## src/design/xedt_pkg.sv

```systemverilog
// shared types, constants and entity table for the xml entity decoder with trimming
`default_nettype none
package xedt_pkg;

	// whitespace hold store
	localparam int WS_HOLD_DEPTH = 32;
	localparam int HOLD_AW = $clog2(WS_HOLD_DEPTH);
	localparam int CNT_W = $clog2(WS_HOLD_DEPTH + 1);

	// named entity table, bytes stored low byte first
	localparam int ENT_NUM = 5;
	localparam int ENT_MAXLEN = 5;
	localparam int ENT_BUF_BYTES = 4;

	typedef logic [7:0] byte_t;
	typedef logic [8*ENT_MAXLEN-1:0] ent_name_t;

	localparam ent_name_t ENT_NAME [ENT_NUM] = '{
		40'h00_003B_746C,	// lt;
		40'h00_003B_7467,	// gt;
		40'h00_3B70_6D61,	// amp;
		40'h3B_746F_7571,	// quot;
		40'h3B_736F_7061	// apos;
	};
	localparam logic [2:0] ENT_LEN [ENT_NUM] = '{3'd3, 3'd3, 3'd4, 3'd5, 3'd5};
	localparam byte_t ENT_CHAR [ENT_NUM] = '{8'h3C, 8'h3E, 8'h26, 8'h22, 8'h27};

	// character codes
	localparam byte_t CH_AMP = 8'h26;
	localparam byte_t CH_HASH = 8'h23;
	localparam byte_t CH_SEMI = 8'h3B;
	localparam byte_t CH_ZERO = 8'h30;
	localparam byte_t CH_NINE = 8'h39;
	localparam byte_t CH_SPACE = 8'h20;
	localparam byte_t CH_TAB = 8'h09;
	localparam byte_t CH_CR = 8'h0D;
	localparam byte_t CH_LF = 8'h0A;

	// error codes
	localparam logic [1:0] ERR_NONE = 2'd0;
	localparam logic [1:0] ERR_ENTITY = 2'd1;
	localparam logic [1:0] ERR_OVERFLOW = 2'd2;

	// request payloads
	typedef struct packed {
		byte_t in_byte;
		logic in_last;
	} in_t;

	typedef struct packed {
		byte_t out_byte;
		logic out_valid;
		logic out_last;
		logic [1:0] error_code;
	} out_t;

	// decoder mode
	typedef enum logic [2:0] {
		MODE_PLAIN,
		MODE_AMP,
		MODE_NAMED,
		MODE_HASH,
		MODE_DIGITS
	} mode_t;

	// controller states
	typedef enum logic [2:0] {
		S_IDLE,
		S_DEC,
		S_DLV,
		S_REL,
		S_FIN,
		S_END
	} ctl_state_t;

	// what decoding the current byte asks for
	typedef enum logic [1:0] {
		DK_NONE,
		DK_DLV,
		DK_FAIL
	} dec_kind_t;

	// what closing the value asks for
	typedef enum logic [1:0] {
		FK_NONE,
		FK_DLV,
		FK_FAIL
	} fin_kind_t;

	// output register source
	typedef enum logic [1:0] {
		EM_NONE,
		EM_PEND,
		EM_HELD,
		EM_END
	} emit_t;

	// controller to datapath
	typedef struct packed {
		logic load_in;
		logic dec_commit;
		logic fail_start;
		logic fail_next;
		logic fail_end;
		logic fin_load;
		logic hold;
		emit_t emit;
	} cmd_t;

	// datapath to controller
	typedef struct packed {
		dec_kind_t dec_kind;
		logic dec_refeed;
		fin_kind_t fin_kind;
		logic last;
		logic pend_ws;
		logic started;
		logic count_zero;
		logic count_full;
		logic rel_last;
		logic fail_done;
		logic slot_free;
	} st_t;

endpackage
`default_nettype wire

```

## src/design/xml_entity_decode_trim_core.sv

```systemverilog
// top level of the xml entity decoder with whitespace trimming
//
//   channel  signals                          payload
//   in       in_valid / in_ready / in_data    in_byte, in_last
//   out      out_valid / out_ready / out_data out_byte, out_valid, out_last, error_code
//
// a plain byte is accepted, decoded and delivered; a byte absorbed into an entity or
// number is accepted and decoded only; a byte other than ';' ending a number, or one
// failing an entity, is decoded again after its delivery or the bytes given back.
// held whitespace is released one byte per cycle from the hold ram while the output
// register is free, once the controller has switched over to the release.
// the last byte adds a close check and an end marker, plus any pending
// entity close.
// arst_n clears all control state; the hold ram is not cleared and needs no pass.
// a full output register with out_ready low stalls every cycle that writes it; input waits.
`default_nettype none
module xml_entity_decode_trim_core import xedt_pkg::*; (
	input wire logic clk,
	input wire logic arst_n,
	input wire logic in_valid,
	output logic in_ready,
	input wire in_t in_data,
	output logic out_valid,
	input wire logic out_ready,
	output out_t out_data
);

	cmd_t cmd;
	st_t st;

	// controller
	xedt_ctrl u_ctrl (
		.clk(clk),
		.arst_n(arst_n),
		.in_valid(in_valid),
		.in_ready(in_ready),
		.cmd(cmd),
		.st(st)
	);

	// datapath
	xedt_dp u_dp (
		.clk(clk),
		.arst_n(arst_n),
		.in_data(in_data),
		.out_ready(out_ready),
		.out_data(out_data),
		.out_valid(out_valid),
		.cmd(cmd),
		.st(st)
	);

	// hold store never written past its depth
	a_hold_no_overflow: assert property (@(posedge clk) disable iff (!arst_n)
		cmd.hold |-> !st.count_full)
		else $error("whitespace written into a full hold store");

	// end marker carries no byte and no error
	a_end_marker_form: assert property (@(posedge clk) disable iff (!arst_n)
		(out_valid && !out_data.out_valid) |-> (out_data.out_last &&
		out_data.error_code == ERR_NONE))
		else $error("malformed end marker");

	// end of value leaves a fresh decoder behind
	a_end_resets: assert property (@(posedge clk) disable iff (!arst_n)
		(cmd.emit == EM_END) |=> (!st.started && st.count_zero))
		else $error("value state not cleared after end marker");

	// results are only written into a free output register
	a_emit_slot: assert property (@(posedge clk) disable iff (!arst_n)
		(cmd.emit != EM_NONE) |-> (!out_valid || out_ready))
		else $error("output register overwritten");

endmodule
`default_nettype wire

```

## src/design/xedt_ram.sv

```systemverilog
// generic single write port ram with registered read
`default_nettype none
module xedt_ram #(
	parameter int WIDTH = 8,
	parameter int DEPTH = 32,
	localparam int AW = $clog2(DEPTH)
) (
	input wire logic clk,
	input wire logic we,
	input wire logic [AW-1:0] waddr,
	input wire logic [WIDTH-1:0] wdata,
	input wire logic [AW-1:0] raddr,
	output logic [WIDTH-1:0] rdata
);

	logic [WIDTH-1:0] mem_q [DEPTH];
	logic [WIDTH-1:0] rdata_q;

	// write and registered read
	always_ff @(posedge clk) begin
		if (we) begin
			mem_q[waddr] <= wdata;
		end
		rdata_q <= mem_q[raddr];
	end

	assign rdata = rdata_q;

endmodule
`default_nettype wire

```

## src/design/xedt_dp.sv

```systemverilog
// datapath: byte decode, entity and number registers, hold store and output register
`default_nettype none
module xedt_dp import xedt_pkg::*; (
	input wire logic clk,
	input wire logic arst_n,
	input wire in_t in_data,
	input wire logic out_ready,
	output out_t out_data,
	output logic out_valid,
	input wire cmd_t cmd,
	output st_t st
);

	byte_t cur_q;
	logic last_q;
	mode_t mode_q;
	logic [8*ENT_BUF_BYTES-1:0] ent_chars_q;
	logic [2:0] ent_len_q;
	byte_t num_q;
	logic started_q;
	logic [CNT_W-1:0] cnt_q;
	logic [HOLD_AW-1:0] rd_idx_q;
	byte_t pend_ch_q;
	logic [1:0] pend_err_q;
	logic [2:0] fidx_q;
	out_t out_q;
	logic out_vld_q;

	// decode results
	dec_kind_t dk;
	logic drefeed;
	mode_t mode_d;
	logic [8*ENT_BUF_BYTES-1:0] ent_chars_d;
	logic [2:0] ent_len_d;
	byte_t num_d;
	byte_t dch;
	logic [1:0] derr;
	logic full_hit;
	logic part_hit;
	byte_t full_ch;
	logic digit;
	byte_t dval;
	byte_t num_x10;
	fin_kind_t fk;

	// hold store
	logic [HOLD_AW-1:0] raddr;
	byte_t ram_rdata;
	logic rel_last;
	logic [1:0] rel_err;
	logic count_full;
	logic slot_free;

	function automatic logic is_ws(input byte_t c);
		return c == CH_SPACE || c == CH_TAB || c == CH_CR || c == CH_LF;
	endfunction

	assign digit = cur_q >= CH_ZERO && cur_q <= CH_NINE;
	assign dval = cur_q - CH_ZERO;
	assign num_x10 = 8'({num_q, 3'b000} + {num_q, 1'b0}) + dval;

	// match buffered entity bytes plus current byte against the name table
	always_comb begin
		logic eq;
		logic [3:0] n;
		byte_t bufc [ENT_MAXLEN];
		n = {1'b0, ent_len_q} + 4'd1;
		for (int k = 0; k < ENT_BUF_BYTES; k++) begin
			bufc[k] = (4'(k) < {1'b0, ent_len_q}) ? ent_chars_q[8*k +: 8] : cur_q;
		end
		bufc[ENT_MAXLEN-1] = cur_q;
		full_hit = 1'b0;
		part_hit = 1'b0;
		full_ch = '0;
		for (int i = 0; i < ENT_NUM; i++) begin
			eq = 1'b1;
			for (int k = 0; k < ENT_MAXLEN; k++) begin
				if (4'(k) < n && bufc[k] != ENT_NAME[i][8*k +: 8]) begin
					eq = 1'b0;
				end
			end
			if (eq && n == {1'b0, ENT_LEN[i]}) begin
				full_hit = 1'b1;
				full_ch = ENT_CHAR[i];
			end
			if (eq && n < {1'b0, ENT_LEN[i]}) begin
				part_hit = 1'b1;
			end
		end
	end

	// next decoder state for the current byte
	always_comb begin
		dk = DK_NONE;
		drefeed = 1'b0;
		mode_d = mode_q;
		ent_chars_d = ent_chars_q;
		ent_len_d = ent_len_q;
		num_d = num_q;
		dch = cur_q;
		derr = ERR_NONE;
		case (mode_q)
			MODE_AMP, MODE_NAMED: begin
				if (mode_q == MODE_AMP && cur_q == CH_HASH) begin
					mode_d = MODE_HASH;
					num_d = '0;
				end else if (full_hit) begin
					dk = DK_DLV;
					dch = full_ch;
					mode_d = MODE_PLAIN;
					ent_chars_d = '0;
					ent_len_d = '0;
				end else if (part_hit) begin
					ent_chars_d[8*ent_len_q[1:0] +: 8] = cur_q;
					ent_len_d = ent_len_q + 3'd1;
					mode_d = MODE_NAMED;
				end else begin
					dk = DK_FAIL;
					drefeed = 1'b1;
				end
			end
			MODE_HASH: begin
				if (digit) begin
					num_d = dval;
					mode_d = MODE_DIGITS;
				end else begin
					dk = DK_DLV;
					dch = '0;
					derr = ERR_ENTITY;
					mode_d = MODE_PLAIN;
					drefeed = cur_q != CH_SEMI;
				end
			end
			MODE_DIGITS: begin
				if (digit) begin
					num_d = num_x10;
				end else begin
					dk = DK_DLV;
					dch = num_q;
					mode_d = MODE_PLAIN;
					drefeed = cur_q != CH_SEMI;
				end
			end
			default: begin
				mode_d = MODE_PLAIN;
				if (cur_q == CH_AMP) begin
					mode_d = MODE_AMP;
					ent_chars_d = '0;
					ent_len_d = '0;
				end else begin
					dk = DK_DLV;
				end
			end
		endcase
	end

	// closing action at end of value
	always_comb begin
		case (mode_q)
			MODE_AMP, MODE_NAMED: fk = FK_FAIL;
			MODE_HASH, MODE_DIGITS: fk = FK_DLV;
			default: fk = FK_NONE;
		endcase
	end

	// hold store release bookkeeping; whitespace pending means an overflow release
	assign count_full = cnt_q == CNT_W'(WS_HOLD_DEPTH);
	assign rel_last = (CNT_W'(rd_idx_q) + CNT_W'(1)) == cnt_q;
	assign rel_err = is_ws(pend_ch_q) ? ERR_OVERFLOW : ERR_NONE;
	assign slot_free = !out_vld_q || out_ready;

	always_comb begin
		if (cmd.emit == EM_HELD) begin
			raddr = rel_last ? '0 : rd_idx_q + HOLD_AW'(1);
		end else begin
			raddr = rd_idx_q;
		end
	end

	xedt_ram #(
		.WIDTH($bits(byte_t)),
		.DEPTH(WS_HOLD_DEPTH)
	) u_hold (
		.clk(clk),
		.we(cmd.hold),
		.waddr(cnt_q[HOLD_AW-1:0]),
		.wdata(pend_ch_q),
		.raddr(raddr),
		.rdata(ram_rdata)
	);

	// control registers
	always_ff @(posedge clk or negedge arst_n) begin
		if (!arst_n) begin
			mode_q <= MODE_PLAIN;
			ent_chars_q <= '0;
			ent_len_q <= '0;
			num_q <= '0;
			started_q <= 1'b0;
			cnt_q <= '0;
			rd_idx_q <= '0;
			fidx_q <= '0;
			out_vld_q <= 1'b0;
		end else begin
			if (cmd.dec_commit) begin
				mode_q <= mode_d;
				ent_chars_q <= ent_chars_d;
				ent_len_q <= ent_len_d;
				num_q <= num_d;
			end
			if (cmd.fail_end) begin
				mode_q <= MODE_PLAIN;
				ent_chars_q <= '0;
				ent_len_q <= '0;
			end
			if (cmd.fail_start) begin
				fidx_q <= '0;
			end else if (cmd.fail_next) begin
				fidx_q <= fidx_q + 3'd1;
			end
			if (cmd.hold) begin
				cnt_q <= cnt_q + CNT_W'(1);
			end
			case (cmd.emit)
				EM_PEND: begin
					started_q <= 1'b1;
				end
				EM_HELD: begin
					if (rel_last) begin
						cnt_q <= '0;
						rd_idx_q <= '0;
					end else begin
						rd_idx_q <= rd_idx_q + HOLD_AW'(1);
					end
				end
				EM_END: begin
					mode_q <= MODE_PLAIN;
					ent_chars_q <= '0;
					ent_len_q <= '0;
					num_q <= '0;
					started_q <= 1'b0;
					cnt_q <= '0;
					rd_idx_q <= '0;
				end
				default: begin
				end
			endcase
			if (cmd.emit != EM_NONE) begin
				out_vld_q <= 1'b1;
			end else if (out_ready) begin
				out_vld_q <= 1'b0;
			end
		end
	end

	// payload registers
	always_ff @(posedge clk) begin
		if (cmd.load_in) begin
			cur_q <= in_data.in_byte;
			last_q <= in_data.in_last;
		end
		if (cmd.dec_commit && dk == DK_DLV) begin
			pend_ch_q <= dch;
			pend_err_q <= derr;
		end else if (cmd.fail_start) begin
			pend_ch_q <= CH_AMP;
			pend_err_q <= ERR_ENTITY;
		end else if (cmd.fail_next) begin
			pend_ch_q <= ent_chars_q[8*fidx_q[1:0] +: 8];
			pend_err_q <= ERR_NONE;
		end else if (cmd.fin_load) begin
			if (mode_q == MODE_HASH) begin
				pend_ch_q <= '0;
				pend_err_q <= ERR_ENTITY;
			end else begin
				pend_ch_q <= num_q;
				pend_err_q <= ERR_NONE;
			end
		end
		case (cmd.emit)
			EM_PEND: out_q <= '{out_byte: pend_ch_q, out_valid: 1'b1, out_last: 1'b0,
				error_code: pend_err_q};
			EM_HELD: out_q <= '{out_byte: ram_rdata, out_valid: 1'b1, out_last: 1'b0,
				error_code: rel_err};
			EM_END: out_q <= '{out_byte: '0, out_valid: 1'b0, out_last: 1'b1,
				error_code: ERR_NONE};
			default: begin
			end
		endcase
	end

	// status back to the controller
	always_comb begin
		st.dec_kind = dk;
		st.dec_refeed = drefeed;
		st.fin_kind = fk;
		st.last = last_q;
		st.pend_ws = is_ws(pend_ch_q);
		st.started = started_q;
		st.count_zero = cnt_q == '0;
		st.count_full = count_full;
		st.rel_last = rel_last;
		st.fail_done = fidx_q == ent_len_q;
		st.slot_free = slot_free;
	end

	assign out_data = out_q;
	assign out_valid = out_vld_q;

endmodule
`default_nettype wire

```

## src/design/xedt_ctrl.sv

```systemverilog
// controller state machine sequencing decode, delivery, release and end of value
`default_nettype none
module xedt_ctrl import xedt_pkg::*; (
	input wire logic clk,
	input wire logic arst_n,
	input wire logic in_valid,
	output logic in_ready,
	output cmd_t cmd,
	input wire st_t st
);

	ctl_state_t state_q, state_d;
	logic refeed_q, refeed_d;
	logic final_q, final_d;
	logic fail_q, fail_d;

	// state register
	always_ff @(posedge clk or negedge arst_n) begin
		if (!arst_n) begin
			state_q <= S_IDLE;
			refeed_q <= 1'b0;
			final_q <= 1'b0;
			fail_q <= 1'b0;
		end else begin
			state_q <= state_d;
			refeed_q <= refeed_d;
			final_q <= final_d;
			fail_q <= fail_d;
		end
	end

	// next state and commands
	always_comb begin
		logic dlv_done;
		logic step_done;
		cmd = '0;
		cmd.emit = EM_NONE;
		state_d = state_q;
		refeed_d = refeed_q;
		final_d = final_q;
		fail_d = fail_q;
		dlv_done = 1'b0;
		step_done = 1'b0;
		in_ready = state_q == S_IDLE;

		case (state_q)
			S_IDLE: begin
				if (in_valid) begin
					cmd.load_in = 1'b1;
					state_d = S_DEC;
				end
			end
			S_DEC: begin
				refeed_d = st.dec_refeed;
				case (st.dec_kind)
					DK_DLV: begin
						cmd.dec_commit = 1'b1;
						state_d = S_DLV;
					end
					DK_FAIL: begin
						cmd.fail_start = 1'b1;
						fail_d = 1'b1;
						state_d = S_DLV;
					end
					default: begin
						cmd.dec_commit = 1'b1;
						step_done = 1'b1;
					end
				endcase
			end
			S_DLV: begin
				if (!st.started) begin
					// leading whitespace is dropped
					if (st.pend_ws) begin
						dlv_done = 1'b1;
					end else if (st.slot_free) begin
						cmd.emit = EM_PEND;
						dlv_done = 1'b1;
					end
				end else if (st.pend_ws) begin
					if (st.count_full) begin
						state_d = S_REL;
					end else begin
						cmd.hold = 1'b1;
						dlv_done = 1'b1;
					end
				end else if (!st.count_zero) begin
					state_d = S_REL;
				end else if (st.slot_free) begin
					cmd.emit = EM_PEND;
					dlv_done = 1'b1;
				end
			end
			S_REL: begin
				if (st.slot_free) begin
					cmd.emit = EM_HELD;
					if (st.rel_last) begin
						state_d = S_DLV;
					end
				end
			end
			S_FIN: begin
				final_d = 1'b1;
				case (st.fin_kind)
					FK_FAIL: begin
						cmd.fail_start = 1'b1;
						fail_d = 1'b1;
						state_d = S_DLV;
					end
					FK_DLV: begin
						cmd.fin_load = 1'b1;
						state_d = S_DLV;
					end
					default: begin
						state_d = S_END;
					end
				endcase
			end
			S_END: begin
				if (st.slot_free) begin
					cmd.emit = EM_END;
					final_d = 1'b0;
					state_d = S_IDLE;
				end
			end
			default: begin
				state_d = S_IDLE;
			end
		endcase

		// failed entity: walk '&' then the buffered bytes
		if (dlv_done) begin
			if (fail_q && !st.fail_done) begin
				cmd.fail_next = 1'b1;
				state_d = S_DLV;
			end else begin
				if (fail_q) begin
					cmd.fail_end = 1'b1;
					fail_d = 1'b0;
				end
				step_done = 1'b1;
			end
		end

		// byte finished: decode again, close the value or wait for the next byte
		if (step_done) begin
			if (refeed_d) begin
				refeed_d = 1'b0;
				state_d = S_DEC;
			end else if (st.last && !final_q) begin
				state_d = S_FIN;
			end else if (st.last) begin
				state_d = S_END;
			end else begin
				state_d = S_IDLE;
			end
		end
	end

endmodule
`default_nettype wire

```

## config.mk

```make
export PLATFORM = sky130hd
export DESIGN_NAME = xml_entity_decode_trim_core
export DESIGN_NICKNAME = d
export VERILOG_FILES = /design/src/design/xedt_pkg.sv /design/src/design/xml_entity_decode_trim_core.sv /design/src/design/xedt_ram.sv /design/src/design/xedt_dp.sv /design/src/design/xedt_ctrl.sv
export SDC_FILE = /design/constraint.sdc
export NUM_CORES = 1
export LEC_CHECK = 0
export ABC_AREA = 1
export BUFFER_PORTS_ARGS = -buffer_cell sky130_fd_sc_hd__buf_4
export CELL_PAD_IN_SITES_DETAIL_PLACEMENT = 1
export CELL_PAD_IN_SITES_GLOBAL_PLACEMENT = 1
export CORE_MARGIN = 10
export CORE_UTILIZATION = 55
export CTS_BUF_LIST = sky130_fd_sc_hd__clkbuf_8
export DETAILED_ROUTE_END_ITERATION = 6
export GPL_TIMING_DRIVEN = 0
export PLACE_DENSITY = 0.95
export SLEW_MARGIN = 20
export SYNTH_ARGS = -nofsm -noshare
export SYNTH_HDL_FRONTEND = slang
export SYNTH_HIERARCHICAL = 1
export SYNTH_SLANG_ARGS = --single-unit
```

## constraint.sdc

```tcl
create_clock -name clk -period 6.69 [get_ports clk]
set_clock_uncertainty 0.05 [all_clocks]
set_input_delay 0.669 -clock clk [delete_from_list [all_inputs] [get_ports clk]]
set_output_delay 0.669 -clock clk [all_outputs]
set_load 0.01 [all_outputs]
```

==> summary.txt <==
Unrepaired setup endpoints after global routing = false
Via total after detailed routing = 16,460
Worst min path class = input pin to asynchronous set/reset pin
Max stage delay on crit path = 0.94 ns
Minimum setup slack among reg-to-reg paths = 0.93 ns
Register area share after synthesis = 57.01%
Actual slew at the worst max-slew pin = 1.080 ns
Worst-path cell chain = nor2_1, o21ai_0, o211ai_1, nor3_1, inv_1, nand2_1, o32ai_1, nor2_1, inv_1, nor2_1, nand2_1, o21ai_0, clkbuf_1, buf_1, nand3_1, nand2_1, nand2_1, nand2_1, nand2_1, nand2_1
Placement-stage cell area = 19,300 µm²
Row count = 66
Pwr Total = 9.211 mW
Final core occ = 62.21%
Starting Density = 56.06%
Core box area = 32,700 µm²
Num CTS Buffers = 59
Ratio of cells with drive above 1 in the final layout = 10.59%
Number of global-route vias before repair = 17,450
CP endpoint kind = flop
Startpoint types = flop
Max-slew violations = 0
Synth cell types = 53
Final Setup Violations = 0
Pre-Repair DR Iteration Count = 6
Post-synth EDFFs = 286
Lkg Pwr = 8.634 nW
CP Class = flop to flop
Clk_lat worst skew = 0.71 ns
Status = finished, final reports clean
Minimum clock period = 5.756 ns
Final Hold Viols = 0
F_max = 173.7 MHz
Crit path DAT = 6.34 ns
PD cells = 452.8 nW/µm²
Hpwl dp = 46,230 µm
Slew HR = 27.73%
CTS tree = built
Worst setup slack after placement = 1.589 ns
Die Width = 202.6 µm
Die ar. = 41,030 µm²
Fill cells = 3,819
Largest net degree at the start of global routing = 69
Final period util = 86.04%
Die height = 202.6 µm
Worst path top cell family by delay = simple AND/OR/NAND/NOR gates
PortBufs = 26
Post_cts resized = 0
H-tree Lvls = 2
Slowest cell on crit path = edfxtp_1
Initial antenna violation count = 0
Critical Path RT = 7.27 ns
Routed length per instance = 26.30 µm
TNS Setup = 0 ns
Initial DRC Count = 1,744
Longest Clk Path Bufs = 3
Final #Nets = 2,175
Post-CTS Setup Bufs = 0
Worst ir drop on vdd = 245.2 µV
Non-Filler Cell Area, Final = 20,340 µm²
DRC viols = 0
Max cap viols = 0
First-pass GRT wire length = 103,800 µm
Gr usage total = 33.04%
#FFs+latches synth = 362
Cell Area, Synth = 18,330 µm²
Cells after Synth = 2,034
WP buf/inv = 4
GP Congestion = 0.9914
Post-DRT Antenna Nets = 0
PnR worst setup slack = 0.9341 ns
Hold-fix buffer count after cts = 0
GR Overflow Total = 0
Via density = 6.274
Crit path max fanout = 16
CTS sink count = 362
# IOs = 27
Mean Syn Cell Area = 9.012 µm²
Synth Net Count = 2,076
Antenna cells = 0
Clock-pin slew on the worst setup and hold paths = 0.06 ns
Most common cell on crit path = nand2_1
CTS Root Cell = clkbuf_8
Yosys warnings = 6
Routed WL = 68,990 µm
Post-synth top flop = edfxtp_1
Ys async rst share = 18.78%
Layout Area Growth over Synthesis = 10.97%
==> layout by cell type (no fill, tap or decap), drive strengths merged, types with 2 or more instances in the layout <==
master    count
edfxtp      286
a21oi        35
clkbuf       78
nor4          6
nand3       321
nand2       713
xnor2         4
o21ai        71
nand4         7
a211oi        2
buf         104
dfrtp        68
dfxtp         8
inv         186
o31ai         5
o22ai         4
a311oi        2
fa            5
ha           24
clkinv       17
o211ai        2
nor2        178
a31oi         2
or2           2
clkinvlp      4
xor2         16
nor3         20
==> worst paths after layout <==
path	from	end	cells after the start
setup / recovery	u_dp/pend_ch_q[0]	u_dp/u_hold/rdata[7]	20
hold / removal	arst_n	u_dp/num_q[6]	1
setup reg to reg	u_dp/pend_ch_q[0]	u_dp/u_hold/rdata[7]	20
hold reg to reg	u_dp/ent_chars_q[2]	u_dp/ent_chars_q[2]	2
max in group asynchronous	arst_n	u_dp/ent_chars_q[30]	1
min in group clk	in_data[4]	u_dp/cur_q[3]	1
==> power breakdown <==
group          switching [mW]  internal, mW  total (mW)
combinational            3.09          1.22        4.31
clock                   0.971         0.830        1.80
sequential              0.248          2.85        3.10
==> sequential cells by signal, indices dropped and copies added, names as in the netlist, 3 cells and up <==
register / flops
u_dp/cur_q: 8
u_dp/mode_q: 3
u_dp/pend_ch_q: 8
u_dp/ent_chars_q: 32
u_dp/cnt_q: 6
u_dp/u_hold/rdata: 8
u_dp/num_q: 8
u_ctrl/state_q: 3
u_dp/fidx_q: 3
u_dp/out_data: 12
u_dp/ent_len_q: 3
u_dp/u_hold/mem_q: 256
u_dp/rd_idx_q: 5
==> Yosys cell counts, types with 12 or more instances <==
| cell type | instances | area share [%] |
|---|---|---|
| nand2_1 | 693 | 14 |
| nand3_1 | 316 | 8.6 |
| edfxtp_1 | 286 | 47 |
| nor2_1 | 167 | 3.4 |
| inv_1 | 139 | 2.8 |
| dfrtp_1 | 68 | 9.3 |
| o21ai_0 | 59 | 1.6 |
| a21oi_1 | 35 | 0.96 |
| buf_6 | 28 | 1.7 |
| ha_1 | 24 | 1.6 |
| buf_2 | 23 | 0.63 |
| clkbuf_1 | 19 | 0.39 |
| nor3_1 | 19 | 0.52 |
| xor2_1 | 16 | 0.76 |
| buf_4 | 12 | 0.49 |
| inv_2 | 12 | 0.25 |
==> stage by stage <==
step	std cells	hold WS, ns
after CTS	2623	0.1024
final	2623	0.09870
after floorplan	2034	0.3234
after global placement	2502	0.4038
after global routing	2623	0.1050
after detailed placement	2514	0.4081
==> cells by family (layout without fill, tap and decap cells) <==
family                   Yosys count  in the layout  synth area share (%)
buffers and inverters            242            389                 6.580
XOR/XNOR                          20             20                0.9555
flip-flops                       362            362                 57.01
adder cells (fa/ha/maj)           29             29                 2.184
AO/OA/AOI/OAI                    130            130                 4.048
AND/OR/NAND/NOR                 1251           1251                 29.23
==> layer usage <==
layer,global-route usage [%],share of wire (%)
met1,35.69,34
met2,56.62,49
met3,6.655,8.9
met4,24.73,8.2
met5,0,0
==> worst register-to-register path, cell delays in order (launching register included) <==
cell	delay [ns]
edfxtp_1	0.94
nor2_1	0.17
o21ai_0	0.13
o211ai_1	0.14
nor3_1	0.53
inv_1	0.19
nand2_1	0.10
o32ai_1	0.20
nor2_1	0.44
inv_1	0.15
nor2_1	0.50
nand2_1	0.20
o21ai_0	0.18
clkbuf_1	0.36
buf_1	0.59
nand3_1	0.24
nand2_1	0.13
nand2_1	0.07
nand2_1	0.24
nand2_1	0.11
nand2_1	0.06
==> area by class of cell <==
type | instances | area (µm²) | area share (%)
buffer | 85 | 614.3 | 3.020
clock buffer | 59 | 812.0 | 3.992
clock inverter | 50 | 232.7 | 1.144
inverter | 157 | 591.8 | 2.909
multi-input combinational | 1430 | 6675 | 32.81
sequential | 362 | 10450 | 51.37
tap | 442 | 553.0 | 2.719
timing repair buffer | 38 | 412.9 | 2.030
Note: power is estimated with default switching activity, not from simulation.
